### config.mk
export PLATFORM = sky130hd
export DESIGN_NAME = priority_status_led_blinker_core
export DESIGN_NICKNAME = d
export VERILOG_FILES = /design/src/rtl/psl_pkg.sv /design/src/rtl/psl_winner.sv /design/src/rtl/priority_status_led_blinker_core.sv
export SDC_FILE = /design/constraint.sdc
export NUM_CORES = 1
export LEC_CHECK = 0
export BUFFER_PORTS_ARGS = -buffer_cell sky130_fd_sc_hd__buf_2
export CORE_MARGIN = 1
export CORE_UTILIZATION = 60
export DETAILED_ROUTE_END_ITERATION = 8
export GPL_ROUTABILITY_DRIVEN = 1
export PLACE_DENSITY = 0.78
export SETUP_SLACK_MARGIN = 0.5
export SLEW_MARGIN = 20
export SYNTH_ARGS = -nofsm -noshare
export SYNTH_HDL_FRONTEND = slang
export SYNTH_SLANG_ARGS = --single-unit
export TNS_END_PERCENT = 5
### constraint.sdc
create_clock -name clk -period 6.2 [get_ports clk]
set_clock_uncertainty 0.15 [all_clocks]
set_input_delay 0.62 -clock clk [delete_from_list [all_inputs] [get_ports clk]]
set_output_delay 0.62 -clock clk [all_outputs]
set_load 0.1 [all_outputs]
### src/rtl/psl_pkg.sv
`timescale 1ns / 1ps
`default_nettype none
// ----------------------------------------------------------------------------
// psl_pkg - shared types, codes and pattern table
// Item layouts, action codes and the twelve-entry LED pattern table of the
// priority status LED blinker.
// ----------------------------------------------------------------------------
package psl_pkg;

  // Slot index width and tick counter width
  localparam int SLOT_W    = 4;
  localparam int TICK_W    = 5;
  localparam int TABLE_LEN = 12;

  // Action codes
  localparam logic [1:0] ACT_TICK      = 2'd0;
  localparam logic [1:0] ACT_RAISE     = 2'd1;
  localparam logic [1:0] ACT_DROP      = 2'd2;
  localparam logic [1:0] ACT_POWER_OFF = 2'd3;

  // Pattern kinds
  localparam logic [1:0] KIND_SOLID_GREEN = 2'd0;
  localparam logic [1:0] KIND_SOLID_RED   = 2'd1;
  localparam logic [1:0] KIND_BLINK_GREEN = 2'd2;
  localparam logic [1:0] KIND_BLINK_RED   = 2'd3;

  // Phase lengths in ms, and in 100 ms ticks
  localparam int TICK_MS = 100;
  localparam int MS_500  = 500;
  localparam int MS_800  = 800;
  localparam int MS_1500 = 1500;
  localparam int MS_3000 = 3000;
  localparam logic [TICK_W-1:0] T_NONE = '0;
  localparam logic [TICK_W-1:0] T_500  = TICK_W'(MS_500 / TICK_MS);
  localparam logic [TICK_W-1:0] T_800  = TICK_W'(MS_800 / TICK_MS);
  localparam logic [TICK_W-1:0] T_1500 = TICK_W'(MS_1500 / TICK_MS);
  localparam logic [TICK_W-1:0] T_3000 = TICK_W'(MS_3000 / TICK_MS);

  typedef struct packed {
    logic [1:0]        action;
    logic [SLOT_W-1:0] status_slot;
    logic              test_hold;
  } in_item_t;

  typedef struct packed {
    logic red_on;
    logic green_on;
  } out_item_t;

  // Pattern kind of a slot
  function automatic logic [1:0] pat_kind(input logic [SLOT_W-1:0] slot);
    logic [1:0] k;
    case (slot) inside
      4'd1, 4'd3, 4'd4, 4'd10: k = KIND_BLINK_RED;
      4'd2, 4'd6, 4'd7, 4'd11: k = KIND_BLINK_GREEN;
      4'd9:                    k = KIND_SOLID_RED;
      default:                 k = KIND_SOLID_GREEN;
    endcase
    return k;
  endfunction

  // Dark phase length (table open time)
  function automatic logic [TICK_W-1:0] pat_open_ticks(input logic [SLOT_W-1:0] slot);
    logic [TICK_W-1:0] t;
    case (slot) inside
      4'd1, 4'd2, 4'd3, 4'd6, 4'd7, 4'd10, 4'd11: t = T_500;
      4'd4:                                       t = T_1500;
      default:                                    t = T_NONE;
    endcase
    return t;
  endfunction

  // Lit phase length (table close time)
  function automatic logic [TICK_W-1:0] pat_close_ticks(input logic [SLOT_W-1:0] slot);
    logic [TICK_W-1:0] t;
    case (slot) inside
      4'd1, 4'd2, 4'd6, 4'd7, 4'd10: t = T_500;
      4'd3:                          t = T_800;
      4'd4:                          t = T_1500;
      4'd11:                         t = T_3000;
      default:                       t = T_NONE;
    endcase
    return t;
  endfunction

  function automatic logic pat_is_solid(input logic [SLOT_W-1:0] slot);
    return (pat_open_ticks(slot) == T_NONE) || (pat_close_ticks(slot) == T_NONE);
  endfunction

endpackage
`default_nettype wire

### src/rtl/psl_winner.sv
`timescale 1ns / 1ps
`default_nettype none
// ----------------------------------------------------------------------------
// psl_winner - status slot priority encoder
// Returns the lowest-numbered active slot from 1 up to one below the table size.
// ----------------------------------------------------------------------------
module psl_winner #(
  parameter int SLOT_COUNT = 12
) (
  input  wire logic [SLOT_COUNT-1:0]     mask,
  output logic                           found,
  output logic [psl_pkg::SLOT_W-1:0]     idx
);
  import psl_pkg::*;

  localparam int SLOT_LIM = (SLOT_COUNT < TABLE_LEN) ? SLOT_COUNT : TABLE_LEN;

  // scan from the top down so the lowest set slot is last to write
  always_comb begin
    found = 1'b0;
    idx   = '0;
    for (int i = SLOT_LIM - 1; i >= 1; i--) begin
      if (mask[i]) begin
        found = 1'b1;
        idx   = SLOT_W'(i);
      end
    end
  end

endmodule
`default_nettype wire

### src/rtl/priority_status_led_blinker_core.sv
`timescale 1ns / 1ps
`default_nettype none
// Path: an accepted item waits in the input register, then its LED levels are
//   written to the result register; one item per cycle sustained while the
//   result side does not stall, set by the single pass through the slot
//   priority encoder and phase counter update.
// A stalled result holds the item in the input register, which then stalls the input.
// Reset (rst_n low, synchronous): no slots active, LEDs off, counters clear,
//   both stages empty.
// ----------------------------------------------------------------------------
// priority_status_led_blinker_core - two-LED priority status blinker
// Keeps active status slots, picks the highest priority one and steps its
// solid or blinking pattern on each 100 ms tick item; power-off forces red.
// ----------------------------------------------------------------------------
module priority_status_led_blinker_core #(
  parameter int SLOT_COUNT   = 12,
  parameter int FOREVER_MARK = 255
) (
  input  wire logic               clk,
  input  wire logic               rst_n,
  input  wire logic               in_valid,
  output logic                    in_stall,
  input  wire psl_pkg::in_item_t  in_item,
  output logic                    out_valid,
  input  wire logic               out_stall,
  output psl_pkg::out_item_t      out_item
);
  import psl_pkg::*;

  localparam int SLOT_LIM = (SLOT_COUNT < TABLE_LEN) ? SLOT_COUNT : TABLE_LEN;
  localparam logic [SLOT_W:0] SLOT_LIM_V = (SLOT_W + 1)'(SLOT_LIM);
  localparam logic [7:0]      FOREVER_V  = 8'(FOREVER_MARK);

  // pipeline registers
  logic      in_valid_r;
  in_item_t  in_item_r;
  logic      out_valid_r;
  out_item_t out_item_r;

  // block state
  logic [SLOT_COUNT-1:0] active_r, active_nxt;
  logic [7:0]            repeats_r, repeats_nxt;
  logic                  fresh_r, fresh_nxt;
  logic                  toggle_r, toggle_nxt;
  logic                  lit_phase_r, lit_phase_nxt;
  logic [TICK_W-1:0]     lit_ticks_r, lit_ticks_nxt;
  logic [TICK_W-1:0]     dark_ticks_r, dark_ticks_nxt;
  logic                  red_r, red_nxt;
  logic                  green_r, green_nxt;
  logic                  powered_down_r, powered_down_nxt;

  logic                  advance;
  logic                  proc;
  logic                  slot_ok;
  logic [SLOT_COUNT-1:0] slot_bit;
  logic [SLOT_COUNT-1:0] win_mask;
  logic                  win_found;
  logic [SLOT_W-1:0]     win_idx;
  logic [SLOT_W-1:0]     load_slot;
  logic [1:0]            win_kind;
  logic                  app_red, app_green, app_toggle;
  logic                  ph_lit;
  logic [TICK_W-1:0]     lit_cnt, dark_cnt, lit_inc, dark_inc;

  // handshake: stage 1 moves on when the result register is free or emptying
  assign advance   = !out_valid_r || !out_stall;
  assign proc      = in_valid_r && advance;
  assign in_stall  = in_valid_r && !advance;
  assign out_valid = out_valid_r;
  assign out_item  = out_item_r;

  // slot decode
  assign slot_ok  = (in_item_r.status_slot != '0) &&
                    ({1'b0, in_item_r.status_slot} < SLOT_LIM_V);
  assign slot_bit = {{(SLOT_COUNT - 1){1'b0}}, 1'b1} << in_item_r.status_slot;
  assign win_mask = (in_item_r.action == ACT_DROP) ? (active_r & ~slot_bit) : active_r;

  psl_winner #(
    .SLOT_COUNT (SLOT_COUNT)
  ) u_winner (
    .mask  (win_mask),
    .found (win_found),
    .idx   (win_idx)
  );

  assign load_slot = (in_item_r.action == ACT_RAISE) ? in_item_r.status_slot : win_idx;
  assign win_kind  = pat_kind(win_idx);

  // pattern application at a phase end
  always_comb begin
    app_toggle = toggle_r;
    case (win_kind)
      KIND_SOLID_GREEN: begin
        app_red = 1'b0; app_green = 1'b1;
      end
      KIND_SOLID_RED: begin
        app_red = 1'b1; app_green = 1'b0;
      end
      KIND_BLINK_GREEN: begin
        app_toggle = !toggle_r; app_red = 1'b0; app_green = !toggle_r;
      end
      default: begin
        app_toggle = !toggle_r; app_red = !toggle_r; app_green = 1'b0;
      end
    endcase
  end

  // phase counters, restarted by a fresh pattern
  assign ph_lit   = fresh_r ? 1'b1 : lit_phase_r;
  assign lit_cnt  = fresh_r ? '0 : lit_ticks_r;
  assign dark_cnt = fresh_r ? '0 : dark_ticks_r;
  assign lit_inc  = lit_cnt + TICK_W'(1);
  assign dark_inc = dark_cnt + TICK_W'(1);

  // next state for the item in stage 1
  always_comb begin
    active_nxt       = active_r;
    repeats_nxt      = repeats_r;
    fresh_nxt        = fresh_r;
    toggle_nxt       = toggle_r;
    lit_phase_nxt    = lit_phase_r;
    lit_ticks_nxt    = lit_ticks_r;
    dark_ticks_nxt   = dark_ticks_r;
    red_nxt          = red_r;
    green_nxt        = green_r;
    powered_down_nxt = powered_down_r;
    if (!in_item_r.test_hold) begin
      case (in_item_r.action)
        ACT_TICK: begin
          if (!powered_down_r && (repeats_r != 8'd0) && win_found) begin
            fresh_nxt      = 1'b0;
            lit_phase_nxt  = ph_lit;
            lit_ticks_nxt  = lit_cnt;
            dark_ticks_nxt = dark_cnt;
            if (pat_is_solid(win_idx)) begin
              repeats_nxt = repeats_r - 8'd1;
              red_nxt     = app_red;
              green_nxt   = app_green;
              toggle_nxt  = app_toggle;
            end else if (ph_lit) begin
              if (pat_close_ticks(win_idx) <= lit_inc) begin
                lit_phase_nxt = 1'b0;
                if (repeats_r < FOREVER_V) begin
                  repeats_nxt = repeats_r - 8'd1;
                end
                lit_ticks_nxt = '0;
                red_nxt       = app_red;
                green_nxt     = app_green;
                toggle_nxt    = app_toggle;
              end else begin
                lit_ticks_nxt = lit_inc;
              end
            end else begin
              if (pat_open_ticks(win_idx) <= dark_inc) begin
                lit_phase_nxt  = 1'b1;
                dark_ticks_nxt = '0;
                red_nxt        = app_red;
                green_nxt      = app_green;
                toggle_nxt     = app_toggle;
              end else begin
                dark_ticks_nxt = dark_inc;
              end
            end
          end
        end
        ACT_RAISE, ACT_DROP: begin
          if (slot_ok) begin
            active_nxt = (in_item_r.action == ACT_RAISE) ? (active_r | slot_bit)
                                                         : (active_r & ~slot_bit);
            if ((in_item_r.action == ACT_RAISE) || win_found) begin
              red_nxt     = 1'b0;
              green_nxt   = 1'b0;
              repeats_nxt = pat_is_solid(load_slot) ? 8'd1 : FOREVER_V;
              fresh_nxt   = 1'b1;
              toggle_nxt  = 1'b0;
            end
          end
        end
        default: begin
          powered_down_nxt = 1'b1;
          red_nxt          = 1'b1;
          green_nxt        = 1'b0;
        end
      endcase
    end
  end

  // input register
  always_ff @(posedge clk) begin
    if (!rst_n) begin
      in_valid_r <= 1'b0;
    end else if (!in_stall) begin
      in_valid_r <= in_valid;
    end
  end

  always_ff @(posedge clk) begin
    if (!in_stall && in_valid) begin
      in_item_r <= in_item;
    end
  end

  // state and result register
  always_ff @(posedge clk) begin
    if (!rst_n) begin
      out_valid_r    <= 1'b0;
      active_r       <= '0;
      repeats_r      <= '0;
      fresh_r        <= 1'b0;
      toggle_r       <= 1'b0;
      lit_phase_r    <= 1'b0;
      lit_ticks_r    <= '0;
      dark_ticks_r   <= '0;
      red_r          <= 1'b0;
      green_r        <= 1'b0;
      powered_down_r <= 1'b0;
    end else begin
      if (advance) begin
        out_valid_r <= in_valid_r;
      end
      if (proc) begin
        active_r       <= active_nxt;
        repeats_r      <= repeats_nxt;
        fresh_r        <= fresh_nxt;
        toggle_r       <= toggle_nxt;
        lit_phase_r    <= lit_phase_nxt;
        lit_ticks_r    <= lit_ticks_nxt;
        dark_ticks_r   <= dark_ticks_nxt;
        red_r          <= red_nxt;
        green_r        <= green_nxt;
        powered_down_r <= powered_down_nxt;
      end
    end
  end

  always_ff @(posedge clk) begin
    if (proc) begin
      out_item_r.red_on   <= red_nxt;
      out_item_r.green_on <= green_nxt;
    end
  end

  // checks
  a_slot0_never_active: assert property (@(posedge clk) disable iff (!rst_n)
    !active_r[0])
    else $error("slot 0 became active");

  a_power_off_red: assert property (@(posedge clk) disable iff (!rst_n)
    proc && !in_item_r.test_hold && (in_item_r.action == ACT_POWER_OFF)
    |=> powered_down_r && out_item_r.red_on && !out_item_r.green_on)
    else $error("power off did not force red");

  a_hold_keeps_levels: assert property (@(posedge clk) disable iff (!rst_n)
    proc && in_item_r.test_hold |=> $stable(red_r) && $stable(green_r) &&
    $stable(active_r))
    else $error("held item changed state");

  a_result_matches_levels: assert property (@(posedge clk) disable iff (!rst_n)
    out_valid_r |-> (out_item_r.red_on == red_r) && (out_item_r.green_on == green_r))
    else $error("result register out of step with LED levels");

endmodule
`default_nettype wire

==> metrics.md <==
| Metric | Value |
|---|---|
| Status | `finished, final reports clean` |
| Sink Count | `46` |
| Worst-path clk slew | `80 ps` |
| Register Area | `1010 µm²` |
| RSZ-0062 raised after global routing | `no` |
| Area of the multi-input gates | `2060 µm²` |
| Reg power frac | `56.0%` |
| Power Dens Cells | `170 nW/µm²` |
| Postcts setup bufs | `0` |
| TritonCTS clock tree | `built` |
| Worst endpoint required time | `6240 ps` |
| Combinational power share | `12.9%` |
| Post-synth EDFFs | `9` |
| Min Tclk post-route | `5010 ps` |
| Top cells by count, synth | `dfxtp_1 (37), o21ai_0 (37), nor2_1 (29)` |
| Switching power | `0.000161 W` |
| First DRT Iteration DRCs | `236` |
| Total CTS buffers | `5` |
| Fillers | `458` |
| Pint | `0.000415 W` |
| Die Ht | `75.6 µm` |
| IO buf count | `14` |
| Arr. time, crit path | `5050 ps` |
| Fmax achieved | `0.199 GHz` |
| Design area | `3390 µm²` |
| Setup crit end | `repeats_r[6]` |
| Largest area contributor in the netlist | `dfxtp_1` |
| Sw frac | `27.9%` |
| Final setup fails | `0` |
| Register bit total from synthesis | `46` |
| Period utilisation layout | `80.9%` |
| Setup CP Type | `flip-flop to flip-flop` |
| WL per Instance | `15.4 µm` |
| Synth Area in Compound Gates | `25.8%` |
| Worst vdd ir | `136 µV` |
| Post-synthesis mux area share | `3.70%` |
| Number of remaining DRC errors | `0` |
| Endpoint of the lowest-slack register-to-register path | `repeats_r[6]` |
| Area grow syn2layout | `4.47%` |
| Placer Congestion | `0.916` |
| Final Hold Fails | `0` |
| Async set-reset flop share out of synthesis | `0%` |
| Worst-Margin Slew | `810 ps` |
| Grt total ovfl | `0` |
| Post-DP Area | `3310 µm²` |
| Max clock buf depth | `2` |
| Vias in the first global route | `2,509` |
| First-pass iteration count of the detailed router | `5` |
| Seq/Total Area, Yosys | `31.1%` |
| WL final | `7130 µm` |
| H-tree depth | `2` |
| Starting Density | `62.7%` |
| Largest net degree at the start of global routing | `34` |
| Main combinational cell family by area after synthesis | `compound AO/OA/AOI/OAI gates` |
| Ant diodes | `0` |
| Netlist cell types | `63` |
| First-pass GRT wire length | `11,700 µm` |
| Post-synth top flop | `dfxtp_1` |
| Clock share of power | `31.1%` |
| Total negative slack | `0 ps` |
| Initial antenna violation count | `0` |
| Share of cells above drive strength 1 | `8.40%` |
| Die W | `75.6 µm` |
| Worst r2r src | `in_item_r[5]` |
| Leak | `1.29 nW` |
| # Max-Cap Violations | `0` |
| Area share of fa/ha/maj cells after synthesis | `6.94%` |
| Layout Nets | `421` |
| DR vias/cell | `6.39` |
| Mapped Cells | `390` |
| Post-synth top area share | `22.8%` |
| CP Launch Type | `flip-flop` |
| Post-synthesis simple-gate area fraction | `24.8%` |
| FF-to-FF setup slack | `1190 ps` |
| Max-slew headroom | `45.2%` |
| Cts hold-fix bufs | `0` |
| Setup crit start | `in_item_r[5]` |
| Post-synthesis xor/xnor area fraction | `2.16%` |
| Root Buffer | `clkbuf_8` |
| Synthesized area | `3250 µm²` |
| Critical path capture point type | `flip-flop` |
| Fin. max-slew vios | `0` |
| Pwr Total | `0.000576 W` |
| Synth area leaders | `dfxtp_1 (23%), edfxtp_1 (8.3%), ha_1 (6.9%)` |
| Post-layout util | `65.6%` |
| Vias | `2,959` |
| Worst skew pair latency | `300 ps` |
| GRT Util Overall | `26.6%` |
| Post-Synthesis Net Count | `419` |
| Yosys Warn Count | `0` |
| Syn_area_per_cell | `8.32 µm²` |
| I/O pin total | `15` |
| Type of the worst min-delay path | `flip-flop to flip-flop` |
| Final ANT Viol Nets | `0` |
| Die area | `5710 µm²` |
| Std cell rows | `26` |
| CP Max Fanout | `16` |
| Post-cts sizing count | `0` |
| DP HPWL | `5120 µm` |
| Reg2reg path depth | `18` |
| Core area | `5170 µm²` |
## final cells by class
| cell class | count | area share [%] |
|---|---|---|
| Multi-Input combinational cell | 303 | 60.7 |
| Tap cell | 70 | 2.58 |
| Clock buffer | 6 | 2.14 |
| Inverter | 22 | 2.44 |
| Clock inverter | 2 | 0.258 |
| Sequential cell | 46 | 29.8 |
| Timing Repair Buffer | 14 | 2.07 |
## critical path, stage by stage (launching register included)
cell,delay (ps)
edfxtp_1,430
inv_1,120
ha_1,270
or3b_4,440
o21ai_0,420
nand4_1,230
o211ai_1,480
a21oi_1,150
nor2_1,160
nand2_1,80
ha_1,300
nand4_1,90
mux2i_1,150
a21oi_1,90
nor2_1,160
o21a_1,170
o31a_1,520
mux2i_1,150
a311o_1,330
## cell usage in the layout, fill, tap and decap left out, drive strengths merged, types with 6 or more instances in the layout
master	instances
dfxtp	37
and3	6
nand4	11
nand2b	12
nor2b	8
inv	22
a21oi	25
or3	11
o21a	8
clkbuf	6
nand3	17
buf	14
nand2	22
o21ai	38
ha	18
mux2i	12
nor3	7
edfxtp	9
nor2	29
## per-stage QoR
step                hold slack (ps)  setup WS (ps)  instances
finish                          339           1190        463
global route                    330            922        463
floorplan                       287           2080        390
global placement                314           1660        455
CTS                             335           1330        463
detailed placement              325           1430        455
## layer usage
metal,vias up,global-route usage (%),share of wire (%)
met3,16,4.10,5.1
met1,1387,37.0,48
met2,102,42.6,45
li1,1454,-,-
met5,-,0,0
met4,0,8.44,1.8
## power by group through the flow
| stage | logic (W) | clock network, W | registers (W) |
|---|---|---|---|
| 6_report | 0.0000744 | 0.000179 | 0.000323 |
| 3_3_place_gp | 0.0000724 | 0 | 0.000329 |
| 4_1_cts | 0.0000743 | 0.000183 | 0.000322 |
| 5_1_grt | 0.0000824 | 0.000193 | 0.000324 |
| 3_5_place_dp | 0.0000742 | 0 | 0.000329 |
| 2_1_floorplan | 0.0000553 | 0 | 0.000332 |
## logic make-up (layout without fill, tap and decap cells)
kind of cell / after synthesis / in the layout
mux: 12 / 12
compound gates: 120 / 120
buf+inv: 41 / 44
simple gates: 145 / 145
xor+xnor: 8 / 8
flops: 46 / 46
fa+ha+maj: 18 / 18
## worst min-delay path by stage
stage,start,endpoint,slack [ps],cells past startpoint
3_3_place_gp,powered_down_r,powered_down_r,310,2
3_5_place_dp,flip-flop,flip-flop,320,2
5_1_grt,in_item[0],in_item_r[0],330,1
6_report,flip-flop,flip-flop,340,2
4_1_cts,in_item[0],in_item_r[0],340,1
2_1_floorplan,powered_down_r,powered_down_r,290,2
No activity file was read; power rests on OpenSTA's default activity.
